[src/sv/mps_pkg.sv]
// shared types, constants and helpers for the max pooling stream block
package mps_pkg;

  localparam int DATA_W       = 16;
  localparam int WS_W         = 5;
  localparam int MS_W         = 11;
  localparam int MAX_MAP_SIZE = 1024;
  localparam int WS_MAX       = 16;
  localparam int CIW_W        = $clog2(WS_MAX);
  localparam int WC_W         = $clog2(MAX_MAP_SIZE);
  localparam int CFG_IDX_W    = 8;
  localparam int CFG_DATA_W   = MS_W;
  localparam int DIV_STEPS    = MS_W;
  localparam int DIV_CNT_W    = $clog2(DIV_STEPS + 1);
  localparam int FIFO_DEPTH   = 4;
  localparam int FIFO_PTR_W   = $clog2(FIFO_DEPTH);
  localparam int FIFO_CNT_W   = $clog2(FIFO_DEPTH + 1);

  localparam logic [CFG_IDX_W-1:0] REG_WINDOW_SIZE = CFG_IDX_W'(0);
  localparam logic [CFG_IDX_W-1:0] REG_MAP_SIZE    = CFG_IDX_W'(1);

  localparam logic [WS_W-1:0]  WS_RESET      = WS_W'(2);
  localparam logic [MS_W-1:0]  MS_RESET      = MS_W'(32);
  localparam logic [CIW_W-1:0] WS_M1_RESET   = CIW_W'(2 - 1);
  localparam logic [WC_W-1:0]  NWIN_M1_RESET = WC_W'(32 / 2 - 1);

  typedef logic signed [DATA_W-1:0] pix_t;

  typedef enum logic [1:0] {
    CFG_READY,
    CFG_LOAD,
    CFG_DIV
  } cfg_state_t;

  typedef struct packed {
    logic             busy;
    logic             clear;
    logic             err;
    logic [CIW_W-1:0] ws_m1;
    logic [WC_W-1:0]  nwin_m1;
  } mps_cfg_t;

  typedef struct packed {
    pix_t            px;
    logic [WC_W-1:0] wcol;
    logic            first_col;
    logic            last_col;
    logic            first_row;
    logic            emit;
    logic            plane_last;
    logic            err;
  } mps_cmd_t;

  function automatic pix_t smax(pix_t a, pix_t b);
    return (a >= b) ? a : b;
  endfunction

endpackage

[src/sv/mps_fifo.sv]
// small command queue between front and back end
module mps_fifo import mps_pkg::*; (
  input  logic     clk,
  input  logic     rst_n,
  input  logic     push,
  input  mps_cmd_t din,
  input  logic     pop,
  output mps_cmd_t dout,
  output logic     full,
  output logic     not_empty
);

  mps_cmd_t              mem_r [FIFO_DEPTH];
  logic [FIFO_PTR_W-1:0] wr_ptr_r, rd_ptr_r;
  logic [FIFO_CNT_W-1:0] cnt_r, cnt_nxt;

  assign full      = cnt_r == FIFO_CNT_W'(FIFO_DEPTH);
  assign not_empty = cnt_r != '0;
  assign dout      = mem_r[rd_ptr_r];

  always_comb begin
    cnt_nxt = cnt_r;
    if (push && !pop) cnt_nxt = cnt_r + FIFO_CNT_W'(1);
    else if (pop && !push) cnt_nxt = cnt_r - FIFO_CNT_W'(1);
  end

  always_ff @(posedge clk) begin
    if (!rst_n) begin
      wr_ptr_r <= '0;
      rd_ptr_r <= '0;
      cnt_r    <= '0;
    end else begin
      cnt_r <= cnt_nxt;
      if (push) wr_ptr_r <= wr_ptr_r + FIFO_PTR_W'(1);
      if (pop)  rd_ptr_r <= rd_ptr_r + FIFO_PTR_W'(1);
    end
  end

  always_ff @(posedge clk) begin
    if (push) mem_r[wr_ptr_r] <= din;
  end

endmodule

[config.mk]
export PLATFORM = sky130hd
export DESIGN_NAME = mps_fifo
export DESIGN_NICKNAME = d
export VERILOG_FILES = /design/src/sv/mps_pkg.sv /design/src/sv/mps_fifo.sv
export SDC_FILE = /design/constraint.sdc
export NUM_CORES = 1
export LEC_CHECK = 0
export ABC_AREA = 1
export BUFFER_PORTS_ARGS = -buffer_cell sky130_fd_sc_hd__buf_2
export CAP_MARGIN = 20
export CORE_UTILIZATION = 30
export CTS_CLUSTER_SIZE = 28
export DETAILED_ROUTE_END_ITERATION = 10
export GPL_TIMING_DRIVEN = 1
export MAX_ROUTING_LAYER = met4
export SYNTH_ARGS = -nofsm -noshare
export SYNTH_HDL_FRONTEND = slang
export SYNTH_SLANG_ARGS = --single-unit
[constraint.sdc]
create_clock -name clk -period 1.9 [get_ports clk]
set_clock_uncertainty 0.15 [all_clocks]
set_input_delay 0.095 -clock clk [delete_from_list [all_inputs] [get_ports clk]]
set_output_delay 0.095 -clock clk [all_outputs]
set_load 0.02 [all_outputs]
* Word level (Yosys, flattened, before mapping)
Memories as Yosys holds them, arrays and structs flattened. A register that Yosys moved wholly into a read port is not among the register bits. Cells that the tools add are included.
Storage, ports and cells: register bits after elaboration 7, bits in writable memories 128, bits of input ports 36, output and inout bits 34, logic and storage cells 21, memories 1
Operators by class: add/sub/neg operators 4, equality and inequality tests 1, muxes and demuxes 6, reductions and logical operators 6
Memories:
- mem_r | words 4, width 32, rd ports 1, clocked after Yosys merged registers in 1, write ports 1, RTL line mps_fifo.sv:13 | mps_cmd_t mem_r [FIFO_DEPTH];
Operator list (count):
- 2-to-1 mux 3 bit | 2
- adder 2 x 1 -> 2 bit, second input constant | 2
- 2-to-1 mux 2 bit | 2
- adder 3 x 1 -> 3 bit, second input constant | 1
- == test 3 bit, second input constant | 1
- nonzero test 3 bit | 1
- subtractor 3 x 1 -> 3 bit, second input constant | 1
- logical AND 1 bit | 2
- zero test 1 bit | 2
- 2-to-1 mux 1 bit | 2
- nonzero test 2 bit | 1

* Depth between registers and ports, before layout
word-level depth 4, gate-level depth with buffers 10, mapped depth without buffers 10

* Worst setup path after synthesis
Ideal clock, no wire load.
path kind register to register, start point register wr_ptr_r[0], end point memory mem_r[2][0] in the netlist's numbering (enable), library setup time 0.387 ns, arrival time 1.222 ns, data required time 1.363 ns, setup slack 0.141 ns, cell stages (with the launch flop) 5, buffers on the path 0, clock period less this slack 1.759 ns, path through dfxtp_1 -> inv_1 -> ha_1 -> nand2_1 -> inv_1
RTL lines:
- from (decl) | RTL line mps_fifo.sv:14 | logic [FIFO_PTR_W-1:0] wr_ptr_r, rd_ptr_r;
- from (signal assigned) | RTL line mps_fifo.sv:34 | if (push) wr_ptr_r <= wr_ptr_r + FIFO_PTR_W'(1);
- to (decl) | RTL line mps_fifo.sv:13
Straight into the memory's write port.

==> impl_metrics.yaml <==
synth:
  synth_fa_ha_area_frac: 0.0158
  syn_inst: 368
  ys_seq_area_frac: 0.770
  synth_edf_count: 128
  yosys-top-cells-area: "edfxtp_1 74%, nor2_1 5.0%, o21ai_0 4.0%, o22ai_1 3.8%, dfxtp_1 3.4%"
  syn-cell-area_mm2: 0.00522
  synthDistinctLibCells: 20
  synth_compound_area_frac: 0.109
  yosysWarnings: 0
  yosys.area_share.simple: 0.0606
  muxShareOfSynthArea: 0
  synth-xor-area-share: 0
  yosysMostFrequentCell: "edfxtp_1"
  synth_top_family_by_area: "compound AO/OA/AOI/OAI gates"
  synth_top_area_frac: 0.736
  synthTopCellsByCount: "128 x edfxtp_1, 70 x nor2_1, 42 x o21ai_0, 32 x o22ai_1, 28 x o21ai_1"
  synth-async-reset-ratio: 0
  syn-num-nets: 410
  synth_largest_area_cell: "edfxtp_1"
  synthFlopType: "edfxtp_1"
  synth_area_per_cell_um2: 14.2
  ys_seq_elements: 137
floorplan:
  initial_core_util: 0.311
  rows: 47
  die_h_um: 134
  ios: 70
  dieArea_mm2: 0.0179
  die_x_um: 134
  core_area_mm2: 0.0168
final_layout:
  antenna_cells: 0
  drive_gt1_frac: 0.248
  stdcell_area_mm2: 0.00695
  finalCoreUtilization: 0.413
  fin_cells: 721
  area_delta_synth_final_pct: 33.1
  nNetsFinal: 530
critical_path:
  cp_slowest_cell: "dfxtp_4"
  arrival_ps: 1630
  critical_path_class: "reg -> out"
  crit_chain: "buf_12 -> clkbuf_16 -> o21ai_0 -> o22ai_1 -> buf_4"
  crit_path_end_kind: "primary output"
  required_ps: 1650
  slowest_delay_ps: 480
  rr_startpoint: "wr_ptr_r[0]$_SDFFE_PN0P_"
  cp-start-kind: "flop"
  crit_path_end: "dout[16]"
  worstReg2RegEnd: "mem_r[0][7]$_DFFE_PP_"
  worst_r2r_path_depth: 5
  r2r_slack_ps: 450
  path_max_fanout: 17
global_routing:
  grt_usage: 0.135
  antenna_found_initial: 0
  grt_max_degree: 65
  overflow: 0
  grt_pass1_wl_um: 17300
  grt_pass1_vias: 3250
placement:
  placed_cells_incl_taps: 650
  io_buffers: 69
  pre_cts_ws_ps: 258
  placed_area_mm2: 0.00581
  dp_hpwl_um: 6490
  gp_congestion: 0.701
detailed_routing:
  vias: 3301
  drt-wirelength-per-cell_um: 15.7
  first_pass_iters: 4
  detail-route-antenna-nets: 0
  vias_per_cell: 4.58
  drt-total-wl_um: 11300
  drc_errors: 0
  drtIter0Drc: 206
clock_tree:
  htreeDepth: 4
  cts_tree: "built"
  path_clk_slew_ps: 60
  insertion_delay_ps: 410
  cts_buffer_depth: 2
  cts.sinks: 137
  ctsRootBufferMaster: "clkbuf_16"
  cts_buffers: 17
timing:
  period_needed_ps: 1870
  drv_slew: 0
  fin_ws_ps: 27.6
  fin_crit_sh: 0.985
  rsz0062_at_grt: "yes"
  setup_viol: 0
  tightest_slew_ps: 275
  fmax_mhz: 534
  hold_viol: 0
  slew_headroom: 0.817
  fin_setup_tns_ps: 0
power_and_ir_drop:
  p_per_area_mw_per_mm2: 1090
  ir_worst_vdd_mv: 0.625
  cellLeakagePower_nw: 2.53
min_path:
  hold_class: "reg -> reg"
outcome:
  status: "finished, final reports clean"
run:
  drv_cap: 0
[worst max-delay path: cells and delay by family (launching register included)]
kind	cells	cell delay [ps]
AOI/OAI and AO/OA	2	270
buffers and inverters	3	470
DFF	1	480
[routing by layer]
metal / vias up / GRT usage / share of wire
li1: 1603 / - / -
met1: 1613 / 0.165 / 0.44
met2: 76 / 0.210 / 0.50
met3: 9 / 0.0446 / 0.054
met4: 0 / 0.0448 / 0.0068
met5: - / - / 0
[stage by stage]
| stage | hold WS [ps] | power [mW] |
|---|---|---|
| 6_report | 279 | 7.58 |
| 5_1_grt | 276 | 7.84 |
| 4_1_cts | 270 | 7.59 |
| 3_5_place_dp | 161 | 4.27 |
| 3_3_place_gp | 155 | 4.25 |
| 2_1_floorplan | 43.9 | 3.99 |
[how the worst min path moves through the flow]
stage	start	to	slack (ps)	depth (start not counted)
floorplan	din[0]	mem_r[0][0]$_DFFE_PP_	40	0
global placement	din[14]	mem_r[1][14]$_DFFE_PP_	150	1
detailed placement	din[24]	mem_r[0][24]$_DFFE_PP_	160	1
CTS	din[25]	mem_r[3][25]$_DFFE_PP_	270	2
global route	din[29]	mem_r[1][29]$_DFFE_PP_	280	2
finish	rd_ptr_r[1]$_SDFFE_PN0P_	flop	280	1
[layout by cell type, fill, tap and decap left out, drive strengths merged]
cell type and instances:
o21ai 70, nand3 1, nand2 10, clkinvlp 2, buf 83, ha 5
nor2 70, nand4 1, a21oi 4, nor3 1, dlygate4sd3 36, bufinv 3
o22ai 32, dfxtp 9, clkinv 7, clkbuf 20, edfxtp 128, inv 18
fa 1
[layout make-up]
class	count	area, µm²
Clock buffer	19	433
Multi-Input combinational cell	195	1000
Inverter	17	85.1
Tap cell	220	275
Clock inverter	13	153
Fill cell	1608	9870
Timing Repair Buffer	120	975
Sequential cell	137	4030
[flip-flops by register name, indices dropped and copies added, names as in the netlist, named ones only]
register	count
rd_ptr_r	2
mem_r	128
wr_ptr_r	2
cnt_r	3
[logic make-up after synthesis]
kind of cell | after synthesis
DFF | 137
buffers and inverters | 36
AOI/OAI and AO/OA | 106
adders and majority gates | 6
and+or+nand+nor | 83
[what timing repair did]
| action | CTS | global route |
|---|---|---|
| pin swaps | 1 | 1 |
| gates resized for setup | 13 | 28 |
| buffers inserted | 0 | 1 |
| endpoints found under the setup margin | 28 | 12 |
| hold buffers | 36 | 0 |
| cloned | 1 | 1 |
| endpoints found under the hold margin | 137 | 0 |
[where the power goes]
group	total [mW]	internal, mW	switching (mW)
clock network	3.24	2.05	1.19
registers	3.49	3.44	0.0494
logic	0.852	0.336	0.516
No activity file was read; power rests on OpenSTA's default activity.
