<file path="src/sv/mps_pkg.sv">
// shared types, constants and helpers for the max pooling stream block
package mps_pkg;

  localparam int DATA_W       = 16;
  localparam int WS_W         = 5;
  localparam int MS_W         = 11;
  localparam int MAX_MAP_SIZE = 1024;
  localparam int WS_MAX       = 16;
  localparam int CIW_W        = $clog2(WS_MAX);
  localparam int WC_W         = $clog2(MAX_MAP_SIZE);
  localparam int CFG_IDX_W    = 8;
  localparam int CFG_DATA_W   = MS_W;
  localparam int DIV_STEPS    = MS_W;
  localparam int DIV_CNT_W    = $clog2(DIV_STEPS + 1);
  localparam int FIFO_DEPTH   = 4;
  localparam int FIFO_PTR_W   = $clog2(FIFO_DEPTH);
  localparam int FIFO_CNT_W   = $clog2(FIFO_DEPTH + 1);

  localparam logic [CFG_IDX_W-1:0] REG_WINDOW_SIZE = CFG_IDX_W'(0);
  localparam logic [CFG_IDX_W-1:0] REG_MAP_SIZE    = CFG_IDX_W'(1);

  localparam logic [WS_W-1:0]  WS_RESET      = WS_W'(2);
  localparam logic [MS_W-1:0]  MS_RESET      = MS_W'(32);
  localparam logic [CIW_W-1:0] WS_M1_RESET   = CIW_W'(2 - 1);
  localparam logic [WC_W-1:0]  NWIN_M1_RESET = WC_W'(32 / 2 - 1);

  typedef logic signed [DATA_W-1:0] pix_t;

  typedef enum logic [1:0] {
    CFG_READY,
    CFG_LOAD,
    CFG_DIV
  } cfg_state_t;

  typedef struct packed {
    logic             busy;
    logic             clear;
    logic             err;
    logic [CIW_W-1:0] ws_m1;
    logic [WC_W-1:0]  nwin_m1;
  } mps_cfg_t;

  typedef struct packed {
    pix_t            px;
    logic [WC_W-1:0] wcol;
    logic            first_col;
    logic            last_col;
    logic            first_row;
    logic            emit;
    logic            plane_last;
    logic            err;
  } mps_cmd_t;

  function automatic pix_t smax(pix_t a, pix_t b);
    return (a >= b) ? a : b;
  endfunction

endpackage

</file>
<file path="src/sv/mps_front.sv">
// front end: raster position counters and per-pixel classification
module mps_front import mps_pkg::*; (
  input  logic     clk,
  input  logic     rst_n,
  input  mps_cfg_t cfg,
  input  logic     in_valid,
  input  pix_t     in_pixel_value,
  input  logic     fifo_full,
  output logic     in_stall,
  output logic     push,
  output mps_cmd_t cmd
);

  logic [CIW_W-1:0] cic_r, cic_nxt;
  logic [WC_W-1:0]  wcol_r, wcol_nxt;
  logic [CIW_W-1:0] riw_r, riw_nxt;
  logic [WC_W-1:0]  wrow_r, wrow_nxt;
  logic last_col, last_wc, last_row, last_wr;

  assign in_stall = cfg.busy || cfg.clear || fifo_full;
  assign push     = in_valid && !in_stall;

  always_comb begin
    last_col = cic_r == cfg.ws_m1;
    last_wc  = wcol_r == cfg.nwin_m1;
    last_row = riw_r == cfg.ws_m1;
    last_wr  = wrow_r == cfg.nwin_m1;

    cmd.px         = in_pixel_value;
    cmd.wcol       = wcol_r;
    cmd.first_col  = cic_r == '0;
    cmd.last_col   = last_col;
    cmd.first_row  = riw_r == '0;
    cmd.emit       = last_col && last_row;
    cmd.plane_last = last_wc && last_wr;
    cmd.err        = cfg.err;

    cic_nxt  = cic_r + CIW_W'(1);
    wcol_nxt = wcol_r;
    riw_nxt  = riw_r;
    wrow_nxt = wrow_r;
    if (last_col) begin
      cic_nxt  = '0;
      wcol_nxt = wcol_r + WC_W'(1);
      if (last_wc) begin
        wcol_nxt = '0;
        riw_nxt  = riw_r + CIW_W'(1);
        if (last_row) begin
          riw_nxt  = '0;
          wrow_nxt = last_wr ? '0 : wrow_r + WC_W'(1);
        end
      end
    end
  end

  always_ff @(posedge clk) begin
    if (!rst_n || cfg.clear) begin
      cic_r  <= '0;
      wcol_r <= '0;
      riw_r  <= '0;
      wrow_r <= '0;
    end else if (push && !cfg.err) begin
      cic_r  <= cic_nxt;
      wcol_r <= wcol_nxt;
      riw_r  <= riw_nxt;
      wrow_r <= wrow_nxt;
    end
  end

endmodule

</file>
<file path="config.mk">
export PLATFORM = sky130hd
export DESIGN_NAME = mps_front
export DESIGN_NICKNAME = d
export VERILOG_FILES = /design/src/sv/mps_pkg.sv /design/src/sv/mps_front.sv
export SDC_FILE = /design/constraint.sdc
export NUM_CORES = 1
export LEC_CHECK = 0
export BUFFER_PORTS_ARGS = -buffer_cell sky130_fd_sc_hd__buf_2
export CAP_MARGIN = 5
export CORE_AREA = 2 2 60 73
export CTS_CLUSTER_SIZE = 30
export DETAILED_ROUTE_END_ITERATION = 8
export DIE_AREA = 0 0 62 75
export PLACE_DENSITY_LB_ADDON = 0.15
export SYNTH_ARGS = -nofsm -noshare
export SYNTH_HDL_FRONTEND = slang
export SYNTH_SLANG_ARGS = --single-unit
export TNS_END_PERCENT = 100
</file>
<file path="constraint.sdc">
create_clock -name clk -period 3.5 [get_ports clk]
set_input_delay 0.7 -clock clk [delete_from_list [all_inputs] [get_ports clk]]
set_output_delay 0.7 -clock clk [all_outputs]
set_load 0.02 [all_outputs]
</file>
[Word-level counts from Yosys, hierarchy flattened]
Index checks and enable logic that the tools add are counted.
Operators by class
  add/sub/neg operators: 4
  $mul: 0
  divide/modulo/power cells: 0
  order comparisons: 0
  equal/unequal tests: 4
  shift-type cells: 0
  mux-type cells: 4
  bitwise operators: 0
  reductions and logical operators: 15
Operator list (count)
  $add A10 B1 Y10 const B: 2
  $eq A10 B10 Y1: 2
  $mux W10: 2
  $add A4 B1 Y4 const B: 2
  $eq A4 B4 Y1: 2
  $logic_not A4 Y1: 2
  $mux W4: 2
  $logic_and A1 B1 Y1: 4
  $reduce_and A4 Y1: 1
  $logic_not A1 Y1: 3
  $logic_or A1 B1 Y1: 3
  $reduce_and A3 Y1: 1
  $reduce_and A2 Y1: 1
Word-level totals
  bits in registers: 28
  latch bits: 0
  bits in writable memories: 0
  memory bits (read-only): 0
  output and inout bits: 34
  logic and storage cells: 31
  memories kept: 0

[Depth between registers and ports, before layout]
  depth in word-level cells: 6
  gate-level depth with buffers: 7
  gate-level depth less buffers: 6

[Worst setup path after synthesis]
No wires, ideal clock.
  path kind: input to output
  start: input port cfg[8] (netlist bit)
  end: output port cmd[1] (netlist bit)
  arrival time: 1.729 ns
  required time: 2.800 ns
  setup slack: 1.071 ns
  cell stages on the path: 5
  buffers on the path: 1
  cell sequence: xor2_1 -> nor4_1 -> nand4_1 -> clkbuf_1 -> nor2_1
RTL lines
  from (decl): line mps_front.sv:5  | input mps_cfg_t cfg,
  to (decl): line mps_front.sv:11  | output mps_cmd_t cmd

==> key figures <==
CTS
  • Postcts setup bufs: 0
  • Post_cts resized: 0
  • CTS tree: done
  • CTS Buf Count: 3
  • CTS sink cnt: 28
  • CTS Buffer Depth: 2
  • Worst-path clk slew: 100 ps
  • H-tree depth: 1
  • Clock latency on the worst-skew pair: 280 ps
  • CTS root buf: clkbuf_8
  • Hold Buf Count CTS: 0

Power and ir drop
  • Reg power frac: 0.549
  • Total net switching power: 0.1394 mW
  • Internal: 0.4407 mW
  • Combinational share of power: 0.089
  • Peak supply drop: 142.9 uV
  • Sw Share: 0.2403
  • Power Dens Cells: 278.6 mW/mm^2
  • Pleak: 0.7558 nW
  • Clock share of power: 0.362

Worst setup path
  • Required @ worst endpoint: 2800 ps
  • Top Family by Delay on Critical Path: simple AND/OR/NAND/NOR gates
  • Register-to-register setup slack: 1340 ps
  • Crit-path max FO: 2
  • CP Capture Type: primary output
  • RR Endpoint: wrow_r[1]
  • Worst Reg2Reg Path Length in Cells: 6
  • Cell mode on critical path: buf_2
  • Crit path kind: in2out
  • Largest stage delay, worst path: 450 ps
  • CP max stage cell: nor4_1
  • Worst r2r src: wcol_r[0]
  • CP Cell Sequence: buf_2 > xor2_1 > nor4_1 > nand3_1 > nor2_1 > buf_2
  • Worst EP arrival: 1830 ps
  • CP Buf/Inv Count: 2
  • CP Launch Type: input pin

Hold path
  • Min-Delay Path Depth: 2
  • Worst hold start: riw_r[3]
  • Min-Delay Path Class: reg2reg
  • WHS Endpoint: riw_r[3]

Logic synthesis
  • #FFs+latches synth: 28
  • Sequential area share after synthesis: 0.2926
  • Cells after Synth: 231
  • Most frequent cell after synthesis: dfxtp_1
  • Area contributors post-synth: dfxtp_1, xnor2_1, xor2_1, buf_4, nor2_1
  • EDFF count, synth: 0
  • Most common flop cell mapped by yosys: dfxtp_1
  • Top cells by count, synth: dfxtp_1, nor2_1, xnor2_1
  • Yosys top cell area share: 0.2926
  • Synth warn: 0
  • Mean Syn Cell Area: 8.293 um^2
  • Post-synth top area cell: dfxtp_1
  • Cell variety after synth: 31
  • Mapped Area: 0.001916 mm^2
  • Async S/R FF share, synth: 0
  • Syn_nets: 274

Drt
  • Number of DRC markers in iteration 0: 89
  • Drt pass-1 iters: 4
  • Drt total wl: 4165 um
  • Detail Route Antenna Nets: 0
  • Vias: 1604
  • WL/cell: 13.75 um
  • Vias per Instance: 5.294
  • DRC: 0

Global routing
  • GRT overflow: 0
  • Initial antenna violation count: 0
  • Vias in the first global route: 1552
  • Gr usage total: 0.1926
  • First-pass GRT wire length: 6934 um
  • Largest net degree at the start of global routing: 21

Die
  • Die Y-Extent: 75 um
  • DIE AREA: 0.004650 mm^2
  • Io pins: 71
  • Initial Util: 0.4899
  • Die width: 62 um
  • Core Footprint: 0.003910 mm^2
  • Core Rows: 25

Timing
  • Setup TNS Final: 0 ps
  • Worst slew pin tran: 801.6 ps
  • Fmax: 0.3945 GHz
  • Final hold vios: 0
  • Tmin final: 2535 ps
  • Slew headroom: 0.4645
  • # setup viols final: 0
  • Pins Over Slew Limit: 0
  • Fin Clk Skew: 1.559 ps
  • RSZ-0062 raised after global routing: no
  • Period utilisation layout: 0.7242

Placement
  • RD Place Congestion: 0.7788
  • Dpl hpwl: 3166 um
  • Port Buffer Count: 38
  • Dpl cells: 299

Finish
  • Area grow syn2layout: 8.687%
  • Final Non-Filler Cells: 303
  • # diodes: 0
  • Layout cell share with drive strength beyond 1: 0.2129
  • Final nets: 293

Outcome
  • Status: finished clean

Flow run
  • Max Cap Viol: 0
==> routing by layer <==
| metal | track usage | part of all wire | up-vias |
|---|---|---|---|
| met4 | 0.04965 | 0.0055 | 0 |
| li1 | - | - | 830 |
| met2 | 0.3264 | 0.49 | 23 |
| met1 | 0.2561 | 0.47 | 749 |
| met5 | 0 | 0 | - |
| met3 | 0.02234 | 0.026 | 2 |
==> metrics by stage <==
| stage | instance area, um^2 | hold slack [ps] | utilization | worst slack (ps) | power [mW] |
|---|---|---|---|---|---|
| final | 2082 | 543.6 | 0.5325 | 965.4 | 0.5801 |
| after global routing | 2082 | 577.2 | 0.5325 | 852.3 | 0.6030 |
| after floorplan | 1916 | 483.6 | - | 1071 | 0.3821 |
| after detailed placement | 2027 | 527.9 | 0.5184 | 908.6 | 0.3786 |
| after CTS | 2082 | 550.0 | 0.5325 | 921.1 | 0.5831 |
| after global placement | 2027 | 518.8 | 0.5184 | 932.8 | 0.3785 |
==> worst max path at each step <==
| stage | startpoint | end | slack (ps) | cells past startpoint |
|---|---|---|---|---|
| 2_1_floorplan | cfg[8] | cmd[1] | 1070 | 5 |
| 3_3_place_gp | cfg[9] | cmd[1] | 930 | 6 |
| 3_5_place_dp | cfg[15] | wrow_r[1] | 910 | 7 |
| 4_1_cts | cfg[0] | cmd[1] | 920 | 6 |
| 5_1_grt | cfg[9] | cmd[1] | 850 | 6 |
| 6_report | cfg[9] | cmd[1] | 970 | 6 |
==> logic make-up after synthesis <==
kind of cell / Yosys count / share of synthesized area
xor+xnor: 40 / 0.1829
compound gates: 28 / 0.1117
simple gates: 90 / 0.2560
fa+ha+maj: 6 / 0.03919
mux: 1 / 0.005878
buf+inv: 38 / 0.1117
flops: 28 / 0.2926
==> state kept, by name (all words and copies together) (netlist names) <==
| register | count |
|---|---|
| wcol_r | 10 |
| cic_r | 4 |
| wrow_r | 10 |
| riw_r | 4 |
==> area by class of cell <==
cell class | instances | area, um^2
Clock buffer | 4 | 55.05
Fill cell | 369 | 1828
Inverter | 10 | 37.54
Multi-Input combinational cell | 165 | 1141
Sequential cell | 28 | 560.5
Tap cell | 54 | 67.56
Timing Repair Buffer | 42 | 220.2
==> placed cells by master, fill, tap and decap left out, drive strengths merged, types with 3 or more instances in the layout <==
master  count
inv        10
dfxtp      28
buf        42
a21oi       6
nand3      11
a211o       8
ha          6
nor2       22
nor3       14
o21ai       5
clkbuf      4
nor4       10
or3         4
xor2       19
nand4       7
nand2      11
nor3b       3
xnor2      21
a32o        8
==> power by group through the flow <==
stage                     clock (mW)  combinational [mW]  sequential [mW]
final                          0.210              0.0516            0.319
after global routing           0.226              0.0577            0.319
after CTS                      0.212              0.0527            0.319
after floorplan                    0              0.0561            0.326
after global placement             0              0.0524            0.326
after detailed placement           0              0.0525            0.326
==> worst min-delay path, delay by kind of cell (launching register included) <==
kind	cells	cell delay (ps)
AO/OA/AOI/OAI	2	140
flip-flops	1	360
No activity file was read; power rests on OpenSTA's default activity.
