`src/sv/mps_pkg.sv`:
```
// shared types, constants and helpers for the max pooling stream block
package mps_pkg;

  localparam int DATA_W       = 16;
  localparam int WS_W         = 5;
  localparam int MS_W         = 11;
  localparam int MAX_MAP_SIZE = 1024;
  localparam int WS_MAX       = 16;
  localparam int CIW_W        = $clog2(WS_MAX);
  localparam int WC_W         = $clog2(MAX_MAP_SIZE);
  localparam int CFG_IDX_W    = 8;
  localparam int CFG_DATA_W   = MS_W;
  localparam int DIV_STEPS    = MS_W;
  localparam int DIV_CNT_W    = $clog2(DIV_STEPS + 1);
  localparam int FIFO_DEPTH   = 4;
  localparam int FIFO_PTR_W   = $clog2(FIFO_DEPTH);
  localparam int FIFO_CNT_W   = $clog2(FIFO_DEPTH + 1);

  localparam logic [CFG_IDX_W-1:0] REG_WINDOW_SIZE = CFG_IDX_W'(0);
  localparam logic [CFG_IDX_W-1:0] REG_MAP_SIZE    = CFG_IDX_W'(1);

  localparam logic [WS_W-1:0]  WS_RESET      = WS_W'(2);
  localparam logic [MS_W-1:0]  MS_RESET      = MS_W'(32);
  localparam logic [CIW_W-1:0] WS_M1_RESET   = CIW_W'(2 - 1);
  localparam logic [WC_W-1:0]  NWIN_M1_RESET = WC_W'(32 / 2 - 1);

  typedef logic signed [DATA_W-1:0] pix_t;

  typedef enum logic [1:0] {
    CFG_READY,
    CFG_LOAD,
    CFG_DIV
  } cfg_state_t;

  typedef struct packed {
    logic             busy;
    logic             clear;
    logic             err;
    logic [CIW_W-1:0] ws_m1;
    logic [WC_W-1:0]  nwin_m1;
  } mps_cfg_t;

  typedef struct packed {
    pix_t            px;
    logic [WC_W-1:0] wcol;
    logic            first_col;
    logic            last_col;
    logic            first_row;
    logic            emit;
    logic            plane_last;
    logic            err;
  } mps_cmd_t;

  function automatic pix_t smax(pix_t a, pix_t b);
    return (a >= b) ? a : b;
  endfunction

endpackage

```
`src/sv/mps_cfg.sv`:
```
// configuration registers with iterative divider for window count and check
module mps_cfg import mps_pkg::*; (
  input  logic                  clk,
  input  logic                  rst_n,
  input  logic                  cfg_wr_en,
  input  logic [CFG_IDX_W-1:0]  cfg_index,
  input  logic [CFG_DATA_W-1:0] cfg_wdata,
  output mps_cfg_t              cfg
);

  cfg_state_t state_r, state_nxt;
  logic [WS_W-1:0]      ws_r;
  logic [MS_W-1:0]      ms_r;
  logic [MS_W-1:0]      dvd_r, dvd_nxt;
  logic [WS_W-1:0]      rem_r, rem_nxt;
  logic [DIV_CNT_W-1:0] cnt_r;
  logic                 err_r;
  logic [CIW_W-1:0]     ws_m1_r;
  logic [WC_W-1:0]      nwin_m1_r;
  logic                 busy, load_en, div_en, div_last;
  logic [WS_W:0]        sh;
  logic                 ge;
  logic                 range_err;

  always_comb begin
    state_nxt = state_r;
    unique case (state_r)
      CFG_READY: if (cfg_wr_en) state_nxt = CFG_LOAD;
      CFG_LOAD:  state_nxt = CFG_DIV;
      CFG_DIV:   if (cnt_r == DIV_CNT_W'(1)) state_nxt = CFG_READY;
      default:   state_nxt = CFG_READY;
    endcase
    if (cfg_wr_en) state_nxt = CFG_LOAD;
  end

  always_comb begin
    busy    = 1'b1;
    load_en = 1'b0;
    div_en  = 1'b0;
    unique case (state_r)
      CFG_READY: busy = 1'b0;
      CFG_LOAD:  load_en = 1'b1;
      CFG_DIV:   div_en = 1'b1;
      default:   busy = 1'b1;
    endcase
  end

  // one quotient bit per cycle
  always_comb begin
    sh       = {rem_r, dvd_r[MS_W-1]};
    ge       = sh >= {1'b0, ws_r};
    rem_nxt  = ge ? WS_W'(sh - {1'b0, ws_r}) : sh[WS_W-1:0];
    dvd_nxt  = {dvd_r[MS_W-2:0], ge};
    div_last = div_en && (cnt_r == DIV_CNT_W'(1));
    range_err = (ws_r == '0) || (ws_r > WS_W'(WS_MAX)) ||
                (ms_r == '0) || (ms_r > MS_W'(MAX_MAP_SIZE));
  end

  always_ff @(posedge clk) begin
    if (!rst_n) begin
      state_r   <= CFG_READY;
      ws_r      <= WS_RESET;
      ms_r      <= MS_RESET;
      err_r     <= 1'b0;
      ws_m1_r   <= WS_M1_RESET;
      nwin_m1_r <= NWIN_M1_RESET;
      cnt_r     <= '0;
    end else begin
      state_r <= state_nxt;
      if (cfg_wr_en && cfg_index == REG_WINDOW_SIZE) ws_r <= cfg_wdata[WS_W-1:0];
      if (cfg_wr_en && cfg_index == REG_MAP_SIZE)    ms_r <= cfg_wdata[MS_W-1:0];
      if (load_en) cnt_r <= DIV_CNT_W'(DIV_STEPS);
      else if (div_en) cnt_r <= cnt_r - DIV_CNT_W'(1);
      if (div_last) begin
        err_r     <= range_err || (rem_nxt != '0);
        ws_m1_r   <= CIW_W'(ws_r - WS_W'(1));
        nwin_m1_r <= WC_W'(dvd_nxt - MS_W'(1));
      end
    end
  end

  always_ff @(posedge clk) begin
    if (load_en) begin
      dvd_r <= ms_r;
      rem_r <= '0;
    end else if (div_en) begin
      dvd_r <= dvd_nxt;
      rem_r <= rem_nxt;
    end
  end

  assign cfg.busy    = busy;
  assign cfg.clear   = cfg_wr_en;
  assign cfg.err     = err_r;
  assign cfg.ws_m1   = ws_m1_r;
  assign cfg.nwin_m1 = nwin_m1_r;

endmodule

```
`config.mk`:
```
export PLATFORM = sky130hd
export DESIGN_NAME = mps_cfg
export DESIGN_NICKNAME = d
export VERILOG_FILES = /design/src/sv/mps_pkg.sv /design/src/sv/mps_cfg.sv
export SDC_FILE = /design/constraint.sdc
export NUM_CORES = 1
export LEC_CHECK = 0
export BUFFER_PORTS_ARGS = -buffer_cell sky130_fd_sc_hd__buf_2
export CAP_MARGIN = 20
export CORE_AREA = 2 2 104 66
export DETAILED_ROUTE_END_ITERATION = 10
export DIE_AREA = 0 0 106 68
export PLACE_DENSITY_LB_ADDON = 0.08
export SLEW_MARGIN = 20
export SYNTH_ARGS = -nofsm -noshare
export SYNTH_HDL_FRONTEND = slang
export SYNTH_SLANG_ARGS = --single-unit
```
`constraint.sdc`:
```
create_clock -name clk -period 3.4 [get_ports clk]
set_input_delay 0.17 -clock clk [delete_from_list [all_inputs] [get_ports clk]]
set_output_delay 0.17 -clock clk [all_outputs]
set_load 0.005 [all_outputs]
```
# Yosys cells after proc, flatten, opt, wreduce, memory -nomap -nowiden
# Cells that the tools add are included.
# op_classes
reduce_logical	17
addsub	4
bitwise	2
n_eq_ne	7
order_cmp	3
muxes	11
# op_table
operator	count
11-bit two-way mux	2
11-bit greater-than comparator (second input constant)	1
11-bit logical NOT	1
10-bit by 1-bit subtractor with 10-bit output (second input constant)	1
8-bit by 1-bit equality test with 1-bit output (second input constant)	1
8-bit logical NOT	1
4-bit two-way mux	2
4-bit by 1-bit subtractor with 4-bit output (second input constant)	2
6-bit by 5-bit greater-or-equal comparator with 1-bit output	1
2-bit case mux with 3 select lines	1
5-bit greater-than comparator (second input constant)	1
5-bit logical NOT	1
5-bit two-way mux	1
5-bit nonzero test	1
5-bit subtractor	1
4-bit by 1-bit equality test with 1-bit output (second input constant)	1
1-bit logical OR	4
1-bit two-way mux	4
2-bit inequality test (second input constant)	2
2-bit AND reduction	2
2-bit OR reduction	2
1-bit logical AND	3
3-bit inequality test (second input constant)	1
2-bit by 1-bit equality test with 1-bit output (second input constant)	1
5 further kinds	6
# totals
out_inout_bits	17
ff_bits	53
input_bits	22
word_cells	55

# Longest topological paths before layout
# Gate-level depths: netlist of the first run.
# depth
depth_word	5
depth_mapped	14
ltp_nobuf	14

# Worst setup path before layout of the first run
# Ideal clock, no wire load.
# synth_timing
path_kind	register to register
from	register dvd_r[10]
to	register nwin_m1_r[6]
setup_ns	0.116
path_slack_ns	0.854
period_less_slack_ns	2.546
required_ns	3.284
stages_incl_launch_ff	15
n_path_buf	0
arrival_ns	2.429
cell_sequence	edfxtp_1 > inv_1 > ha_1 > inv_1 > fa_1 > a21oi_2 > o21a_1 > nand2_1 > inv_1 > ha_1 > nand2b_1 > nor4_1 > xnor2_1 > nand2_1 > o211a_1
# synth_between
elab_chain_len	2
# synth_rtl
item	line_no	rtl
start: declaration	mps_cfg.sv:14	logic [MS_W-1:0] dvd_r, dvd_nxt;
start signal: assignment	mps_cfg.sv:84	dvd_r <= ms_r;
start signal: assignment	mps_cfg.sv:87	dvd_r <= dvd_nxt;
6-bit by 5-bit greater-or-equal comparator with 1-bit output	mps_cfg.sv:51	ge = sh >= {1'b0, ws_r};
10-bit by 1-bit subtractor with 10-bit output	mps_cfg.sv:77	nwin_m1_r <= WC_W'(dvd_nxt - MS_W'(1));
end signal: assignment	mps_cfg.sv:77	
end: declaration	mps_cfg.sv:19	logic [WC_W-1:0] nwin_m1_r;
# Every way passes these cells.
# A chain may end at the register's enable or synchronous reset.

# Worst setup path after layout of the first run
# Ends and elaborated chain as after synthesis.

==> impl_metrics.toml, run 1 <==
[synth]
synthCells = 277
yosys_most_used_dff = "sky130_fd_sc_hd__dfxtp_1"
synthesis.yosys.warnings = 0
netlist_area_um2 = 2701
synth_edf_count = 11
synth.net_count = 312
synth.top_cells.by_area = "sky130_fd_sc_hd__dfxtp_1, sky130_fd_sc_hd__edfxtp_1, sky130_fd_sc_hd__mux2i_1"
synthDominantAreaCellType = "sky130_fd_sc_hd__dfxtp_1"
asyncSetResetFlopFracSynth_pct = 0
synth_cell_type_count = 46
syn-mean-instance-area_um2 = 9.752
ys_ff_latch = 53
fraction_of_synthesized_cell_area_taken_by_the_top_area_cell_type_pct = 31.13
seq_area_frac_synth_pct = 43.35

[run_status]
run_status = "completed"

[min_path]
min_from = "cfg_wr_en"
hold-path-endpoint = "state_r[1]"
min-delay-path-class = "in -> reg"
hold_depth = 2

[drt]
vias = 2026
drcViolationCount = 0
first_iter_violations = 95
detail_route.first_pass.iterations = 4
vias_per_cell = 5.078
detail-route-antenna-nets = 0
totalWireLength_um = 5924
detail_route.wl_per_cell_um = 14.85

[critical_path]
critPathArrivalTime_ns = 3.09
cp_num_buf_inv = 3
rr_startpoint = "dvd_r[10]"
rr_endpoint = "nwin_m1_r[6]"
worst_path_most_repeated_cell = "sky130_fd_sc_hd__inv_1"
worst-setup-path-type = "reg -> reg"
critical_path_source = "dvd_r[10]"
worstPathMaxFanout = 7
slowest_stage_delay_cp_ns = 0.43
cp_top_family = "adder cells"
rr_worst_depth = 14
worstSetupEndpointType = "register"
ff2ff_setup_slack_ns = 0.53
worst_setup_path_start_kind = "register"
critical_path_required_ns = 3.62
critPathSlowestCell = "sky130_fd_sc_hd__fa_1"
critical_path.cell_chain = "inv_1, ha_1, inv_1, fa_1, a21oi_2, o21a_1, nand2_1, inv_1, ha_1, nand2b_1, nor4_1, xnor2_1, nand2_1, o211a_1"

[sta]
headroom_to_the_max_slew_limit_pct = 51.62
report.final.slew_viol_count = 0
fin_worst_skew_ns = 0.006328
max_slew.worst_pin.slew_ns = 0.7237
finalHoldViolations = 0
finalWorstPathRequiredPeriod_ns = 2.875
rsz0062_at_grt = "no"
timing.final.ws_setup_ns = 0.5251
clock.fmax_mhz = 347.8
setup_total_negative_slack_ns = 0
setup_viol_count_final = 0
fin_crit_sh_pct = 84.56

[finish]
layout-drive-gt1-share_pct = 20.83
areaGrowthSynthToFinish_pct = 12.69
finalInstanceArea_um2 = 3044
final_core_utilization_pct = 47.87
nets = 346
antenna_cells_inserted = 0

[floorplanning]
io_pins = 39
chipHeight_um = 68
die_area_um2 = 7208
initial_core_utilization_pct = 42.47
num_rows = 23
dieWidth_um = 106
area_inside_the_core_boundary_um2 = 6360

[clock_tree]
cts_resized = 0
worstSkewPairLatency_ns = 0.31
cts.root.buffer_cell = "sky130_fd_sc_hd__clkbuf_8"
hold_buffers = 0
cts-root-to-sink-buffers = 2
number_of_buffers_created_by_cts = 5
cts.htree.levels = 2
clock_tree_from_tritoncts = "done"
cts.repair_timing.setup_buffer_count = 0
clkSlewWorstSetupHoldPaths_ns = 0.10
clock_sink_count = 53

[run]
cap_viol_max_count = 0

[global_route]
antenna_violations_before_repair = 0
gr-total-overflow = 0
vias_in_the_first_global_route = 1898
grt_use_total_pct = 18.19
grt_start_max_net_pins = 38
wire_length_of_the_first_global_routing_pass_um = 9811

[place]
gp_routability_congestion = 0.8845
detailed_place_hpwl_um = 4409
detailed_place.area_um2 = 2954
io_buffer_count = 38
dp_worst_setup_slack_ns = 0.5459

[power_and_ir_drop]
p_leak_uw = 0.001334
switching_share_pct = 27.00
switchingPower_uw = 327.4
power.density_cell_area_nw_per_um2 = 398.3
power_frac_comb_pct = 13.5
seqPwrFrac_pct = 56.5
intPower_uw = 885.1
p_total_uw = 1212
part_of_the_power_in_the_clock_network_pct = 30.0
max-vdd-ir-drop_v = 0.0001657
cells in the final DEF (no fill, tap or decap), types with 2 or more instances in the layout:
cell type / instances
sky130_fd_sc_hd__dfxtp_1: 42
sky130_fd_sc_hd__buf_2: 38
sky130_fd_sc_hd__nand2_1: 22
sky130_fd_sc_hd__mux2i_1: 20
sky130_fd_sc_hd__inv_1: 16
sky130_fd_sc_hd__nor2b_1: 15
sky130_fd_sc_hd__nor2_1: 13
sky130_fd_sc_hd__o21ai_0: 12
sky130_fd_sc_hd__a21oi_1: 12
sky130_fd_sc_hd__ha_1: 12
sky130_fd_sc_hd__edfxtp_1: 11
sky130_fd_sc_hd__mux2_2: 10
sky130_fd_sc_hd__nand3_1: 8
sky130_fd_sc_hd__xnor2_1: 8
sky130_fd_sc_hd__o211a_1: 7
sky130_fd_sc_hd__nor3_1: 6
sky130_fd_sc_hd__nor4_1: 5
sky130_fd_sc_hd__o211ai_1: 5
sky130_fd_sc_hd__xor2_1: 5
sky130_fd_sc_hd__clkbuf_8: 5
sky130_fd_sc_hd__o21a_1: 3
sky130_fd_sc_hd__and3_1: 3
sky130_fd_sc_hd__nand2b_1: 3
sky130_fd_sc_hd__or3_1: 2
sky130_fd_sc_hd__nor3b_1: 2
sky130_fd_sc_hd__or4_1: 2
sky130_fd_sc_hd__a31oi_1: 2
sky130_fd_sc_hd__nand4_1: 2
sky130_fd_sc_hd__buf_4: 2
cell type report:
type | count | area [um^2]
Tap cell | 87 | 108.9
Fill cell | 651 | 3316
Sequential cell | 53 | 1171
Clock inverter | 3 | 21.27
Timing Repair Buffer | 40 | 205.2
Clock buffer | 5 | 68.82
Multi-Input combinational cell | 195 | 1409
Inverter | 16 | 60.06
worst max path at each step:
stage                   end  cells after the start
2_1_floorplan  nwin_m1_r[6]                     14
3_3_place_gp   nwin_m1_r[6]                     14
3_5_place_dp   nwin_m1_r[6]                     14
4_1_cts        nwin_m1_r[6]                     14
5_1_grt        nwin_m1_r[6]                     14
6_report       nwin_m1_r[6]                     14
kinds of logic (layout without fill, tap and decap cells):
group	Yosys count	count (layout)	synth area share, %
simple gates	89	89	17.60
mux	30	30	11.58
buf+inv	29	64	4.493
xor+xnor	13	13	4.215
flops	53	53	43.35
fa+ha+maj	13	13	6.299
compound gates	50	50	12.46
routing by layer:
layer,vias to the layer above,routed length [um],track usage (%)
met4,0,77,5.428
met3,7,449,3.714
met2,72,2062,25.00
li1,1052,-,-
met1,895,3335,28.15
met5,-,0,0
sequential cells by signal, indices dropped and copies added, names as in the netlist:
register and cells:
ws_m1_r 4, cnt_r 4, err_r 1, nwin_m1_r 10, rem_r 5, ms_r 11
state_r 2, ws_r 5, dvd_r 11
power by group through the flow:
stage | Sequential, uW | Clock, uW | Combinational [uW]
floorplan | 692 | 0 | 122
global placement | 698 | 0 | 164
detailed placement | 699 | 0 | 163
CTS | 684 | 380 | 164
global route | 688 | 398 | 187
finish | 685 | 364 | 163
worst register-to-register path, cell delays in order (launching register included):
cell and delay (ns):
sky130_fd_sc_hd__edfxtp_1 0.42, sky130_fd_sc_hd__inv_1 0.08, sky130_fd_sc_hd__ha_1 0.15, sky130_fd_sc_hd__inv_1 0.06
sky130_fd_sc_hd__fa_1 0.43, sky130_fd_sc_hd__a21oi_2 0.23, sky130_fd_sc_hd__o21a_1 0.28, sky130_fd_sc_hd__nand2_1 0.17
sky130_fd_sc_hd__inv_1 0.09, sky130_fd_sc_hd__ha_1 0.15, sky130_fd_sc_hd__nand2b_1 0.10, sky130_fd_sc_hd__nor4_1 0.25
sky130_fd_sc_hd__xnor2_1 0.16, sky130_fd_sc_hd__nand2_1 0.07, sky130_fd_sc_hd__o211a_1 0.15
cell usage after synthesis (2+ instances only):
library cell	number
sky130_fd_sc_hd__a21oi_1	12
sky130_fd_sc_hd__a31oi_1	2
sky130_fd_sc_hd__and3_1	3
sky130_fd_sc_hd__buf_4	3
sky130_fd_sc_hd__clkbuf_1	8
sky130_fd_sc_hd__dfxtp_1	42
sky130_fd_sc_hd__edfxtp_1	11
sky130_fd_sc_hd__ha_1	12
sky130_fd_sc_hd__inv_1	16
sky130_fd_sc_hd__mux2_2	10
sky130_fd_sc_hd__mux2i_1	20
sky130_fd_sc_hd__nand2_1	22
sky130_fd_sc_hd__nand2b_1	3
sky130_fd_sc_hd__nand3_1	8
sky130_fd_sc_hd__nand4_1	2
sky130_fd_sc_hd__nor2_1	13
sky130_fd_sc_hd__nor2b_1	15
sky130_fd_sc_hd__nor3_1	6
sky130_fd_sc_hd__nor3b_1	2
sky130_fd_sc_hd__nor4_1	5
sky130_fd_sc_hd__o211a_1	7
sky130_fd_sc_hd__o211ai_1	5
sky130_fd_sc_hd__o21a_1	3
sky130_fd_sc_hd__o21ai_0	12
sky130_fd_sc_hd__or3_1	2
sky130_fd_sc_hd__or4_1	2
sky130_fd_sc_hd__xnor2_1	8
sky130_fd_sc_hd__xor2_1	5
metrics by stage:
step                cells  hold slack [ns]
global placement      391           0.3768
floorplan             277           0.2461
detailed placement    391           0.3842
global route          399          0.05463
CTS                   399          0.05425
finish                399          0.05719
No activity file was read; power rests on OpenSTA's default activity.
==> run 2: changes to the inputs <==
- ABC_AREA: default -> 1
- clock period: 3.4 -> 2.81 ns (I/O delays scaled with it)
==> impl_metrics.toml, run 2 <==
[sta]
setup_total_negative_slack_ns = 0
finalWorstPathRequiredPeriod_ns = 2.561
report.final.slew_viol_count = 0
fin_crit_sh_pct = 91.15
max_slew.worst_pin.slew_ns = 0.5538
finalHoldViolations = 0
clock.fmax_mhz = 390.4
rsz0062_at_grt = "no"
fin_worst_hold_slack_ns = 0.07676
fin_worst_skew_ns = 0.007969
headroom_to_the_max_slew_limit_pct = 63.08
setup_viol_count_final = 0

[floorplanning]
io_pins = 39
dieWidth_um = 106
num_rows = 23
initial_core_utilization_pct = 42.99
area_inside_the_core_boundary_um2 = 6360
die_area_um2 = 7208
chipHeight_um = 68

[critical_path]
critical_path.cell_chain = "inv_1, ha_1, inv_1, fa_2, inv_1, nand2_1, nand3_4, nand3_4, inv_4, ha_1, inv_1, nor2_1, nand2_1, nor2_1, nand3_2, o21ai_2, nand2_1, o21bai_1, inv_1"
worst_setup_path_start_kind = "register"
critPathArrivalTime_ns = 2.77
worstSetupPathDepth = 19
slowest_stage_delay_cp_ns = 0.39
ff2ff_setup_slack_ns = 0.25
critical_path_source = "dvd_r[10]"
worstSetupEndpointType = "register"
rr_endpoint = "nwin_m1_r[8]"
critPathSlowestCell = "sky130_fd_sc_hd__edfxtp_1"
worst-setup-path-type = "reg -> reg"
rr_startpoint = "dvd_r[10]"
rr_worst_depth = 19
cp_num_buf_inv = 6
cp_top_family = "simple AND/OR/NAND/NOR gates"
worst_path_most_repeated_cell = "sky130_fd_sc_hd__inv_1"
timing.critical_path.to = "nwin_m1_r[8]"
worstPathMaxFanout = 6
critical_path_required_ns = 3.02

[clock_tree]
cts.htree.levels = 2
cts.root.buffer_cell = "sky130_fd_sc_hd__clkbuf_8"
cts-root-to-sink-buffers = 2
clkSlewWorstSetupHoldPaths_ns = 0.10
number_of_buffers_created_by_cts = 5
cts.repair_timing.setup_buffer_count = 0
clock_sink_count = 53
worstSkewPairLatency_ns = 0.31
clock_tree_from_tritoncts = "done"

[finish]
final_core_utilization_pct = 49.34
finalInstanceArea_um2 = 3138
layout-drive-gt1-share_pct = 17.13
layout_commonest_cell = "sky130_fd_sc_hd__inv_1"
ff_latch_area_um2 = 1171
final_cell_mix = "sky130_fd_sc_hd__inv_1, sky130_fd_sc_hd__nand2_1, sky130_fd_sc_hd__o21ai_0, sky130_fd_sc_hd__dfxtp_1, sky130_fd_sc_hd__buf_2"
antenna_cells_inserted = 0
top_regs = "dvd_r x11, ms_r x11, nwin_m1_r x10"
fillerInstances = 656
nets = 431
multi_input_area_um2 = 1275
areaGrowthSynthToFinish_pct = 14.78

[synth]
asyncSetResetFlopFracSynth_pct = 0
synth.top_cells.by_area = "sky130_fd_sc_hd__dfxtp_1, sky130_fd_sc_hd__edfxtp_1, sky130_fd_sc_hd__o21ai_0"
synthesis.yosys.warnings = 0
yosys_most_used_dff = "sky130_fd_sc_hd__dfxtp_1"
ys_ff_latch = 53
syn-mean-instance-area_um2 = 7.615
synthCells = 359
synth_cell_type_count = 32
synth_edf_count = 11
fraction_of_synthesized_cell_area_taken_by_the_top_area_cell_type_pct = 30.76
synthDominantAreaCellType = "sky130_fd_sc_hd__dfxtp_1"
netlist_area_um2 = 2734
seq_area_frac_synth_pct = 42.84
synth.net_count = 394
synthTopCellsByCount = "sky130_fd_sc_hd__inv_1, sky130_fd_sc_hd__nand2_1, sky130_fd_sc_hd__o21ai_0, sky130_fd_sc_hd__dfxtp_1, sky130_fd_sc_hd__nor2_1"
yosysMostFrequentCell = "sky130_fd_sc_hd__inv_1"

[global_route]
vias_in_the_first_global_route = 2107
gr-total-overflow = 0
wire_length_of_the_first_global_routing_pass_um = 10340
grt_use_total_pct = 18.63
grt_start_max_net_pins = 32
antenna_violations_before_repair = 0

[run_status]
run_status = "completed"

[place]
detailed_place_hpwl_um = 4669
detailed_place.area_um2 = 3007
gp_routability_congestion = 0.8829
io_buffer_count = 38

[drt]
vias_per_cell = 4.829
drcViolationCount = 0
detail_route.wl_per_cell_um = 12.65
detail-route-antenna-nets = 0
first_iter_violations = 119
totalWireLength_um = 6121
vias = 2337
detail_route.first_pass.iterations = 4

[run]
cap_viol_max_count = 0

[power_and_ir_drop]
max-vdd-ir-drop_v = 0.0002857
power.density_cell_area_nw_per_um2 = 566.8
p_leak_uw = 0.001426

[min_path]
min-delay-path-class = "in -> reg"
-- run 2: cells by family (layout without fill, tap and decap cells) --
| family | after synthesis | count (layout) | synth area share (%) |
|---|---|---|---|
| fa+ha+maj | 13 | 13 | 6.224 |
| compound gates | 88 | 88 | 17.94 |
| flops | 53 | 53 | 42.84 |
| simple gates | 128 | 128 | 21.10 |
| xor+xnor | 3 | 3 | 0.9613 |
| buf+inv | 74 | 112 | 10.94 |
-- run 2: area by class of cell --
| type | count | share of cell area [%] |
|---|---|---|
| repair buffers | 44 | 7.496 |
| flip-flops and latches | 53 | 37.32 |
| multi-input cells | 232 | 40.63 |
| clock buffers | 6 | 2.632 |
| well taps | 87 | 3.469 |
| inverters | 60 | 7.257 |
| clock inverters | 2 | 1.196 |
-- run 2: worst register-to-register path, stage by stage, from the launching register on --
cell,delay (ns)
sky130_fd_sc_hd__edfxtp_1,0.39
sky130_fd_sc_hd__inv_1,0.07
sky130_fd_sc_hd__ha_1,0.13
sky130_fd_sc_hd__inv_1,0.07
sky130_fd_sc_hd__fa_2,0.36
sky130_fd_sc_hd__inv_1,0.06
sky130_fd_sc_hd__nand2_1,0.08
sky130_fd_sc_hd__nand3_4,0.11
sky130_fd_sc_hd__nand3_4,0.09
sky130_fd_sc_hd__inv_4,0.09
sky130_fd_sc_hd__ha_1,0.16
sky130_fd_sc_hd__inv_1,0.04
sky130_fd_sc_hd__nor2_1,0.12
sky130_fd_sc_hd__nand2_1,0.08
sky130_fd_sc_hd__nor2_1,0.16
sky130_fd_sc_hd__nand3_2,0.12
sky130_fd_sc_hd__o21ai_2,0.13
sky130_fd_sc_hd__nand2_1,0.06
sky130_fd_sc_hd__o21bai_1,0.12
sky130_fd_sc_hd__inv_1,0.05
-- run 2: worst min-delay path by stage --
stage | cells after the start | slack (ns) | from | end
2_1_floorplan | 2 | 0.27 | cfg_wdata[1] | ws_r[1]
3_3_place_gp | 3 | 0.39 | cfg_wdata[1] | ws_r[1]
3_5_place_dp | 3 | 0.39 | cfg_wdata[1] | ws_r[1]
4_1_cts | 3 | 0.07 | cfg_wdata[1] | ws_r[1]
5_1_grt | 3 | 0.10 | cfg_wdata[1] | ws_r[1]
6_report | 3 | 0.08 | cfg_wdata[1] | ws_r[1]
-- run 2: through the flow --
| step | setup WS (ns) | instances | power [uW] |
|---|---|---|---|
| after floorplan | 0.3536 | 359 | 1146 |
| after global placement | 0.2658 | 476 | 1248 |
| after detailed placement | 0.1907 | 476 | 1248 |
| after CTS | 0.1903 | 484 | 1795 |
| after global routing | 0.01975 | 484 | 1885 |
| final | 0.2487 | 484 | 1779 |
-- run 2: what timing repair did --
| action | CTS | global route |
|---|---|---|
| endpoints found under the setup margin | 0 | 2 |
| gates resized for setup | 0 | 4 |
| hold buffers | 0 | 0 |
-- run 2: metal layers --
layer / share of wire (%) / vias to the layer above / track usage (%)
met2: 36 / 50 / 26.29
met1: 60 / 1027 / 28.78
li1: - / 1255 / -
met4: 1.0 / 0 / 5.428
met5: 0 / - / 0
met3: 3.4 / 5 / 3.143
-- run 2: where the power goes --
group / internal, uW / switching, uW
sequential: 824 / 31.3
clock: 290 / 257
combinational: 138 / 238
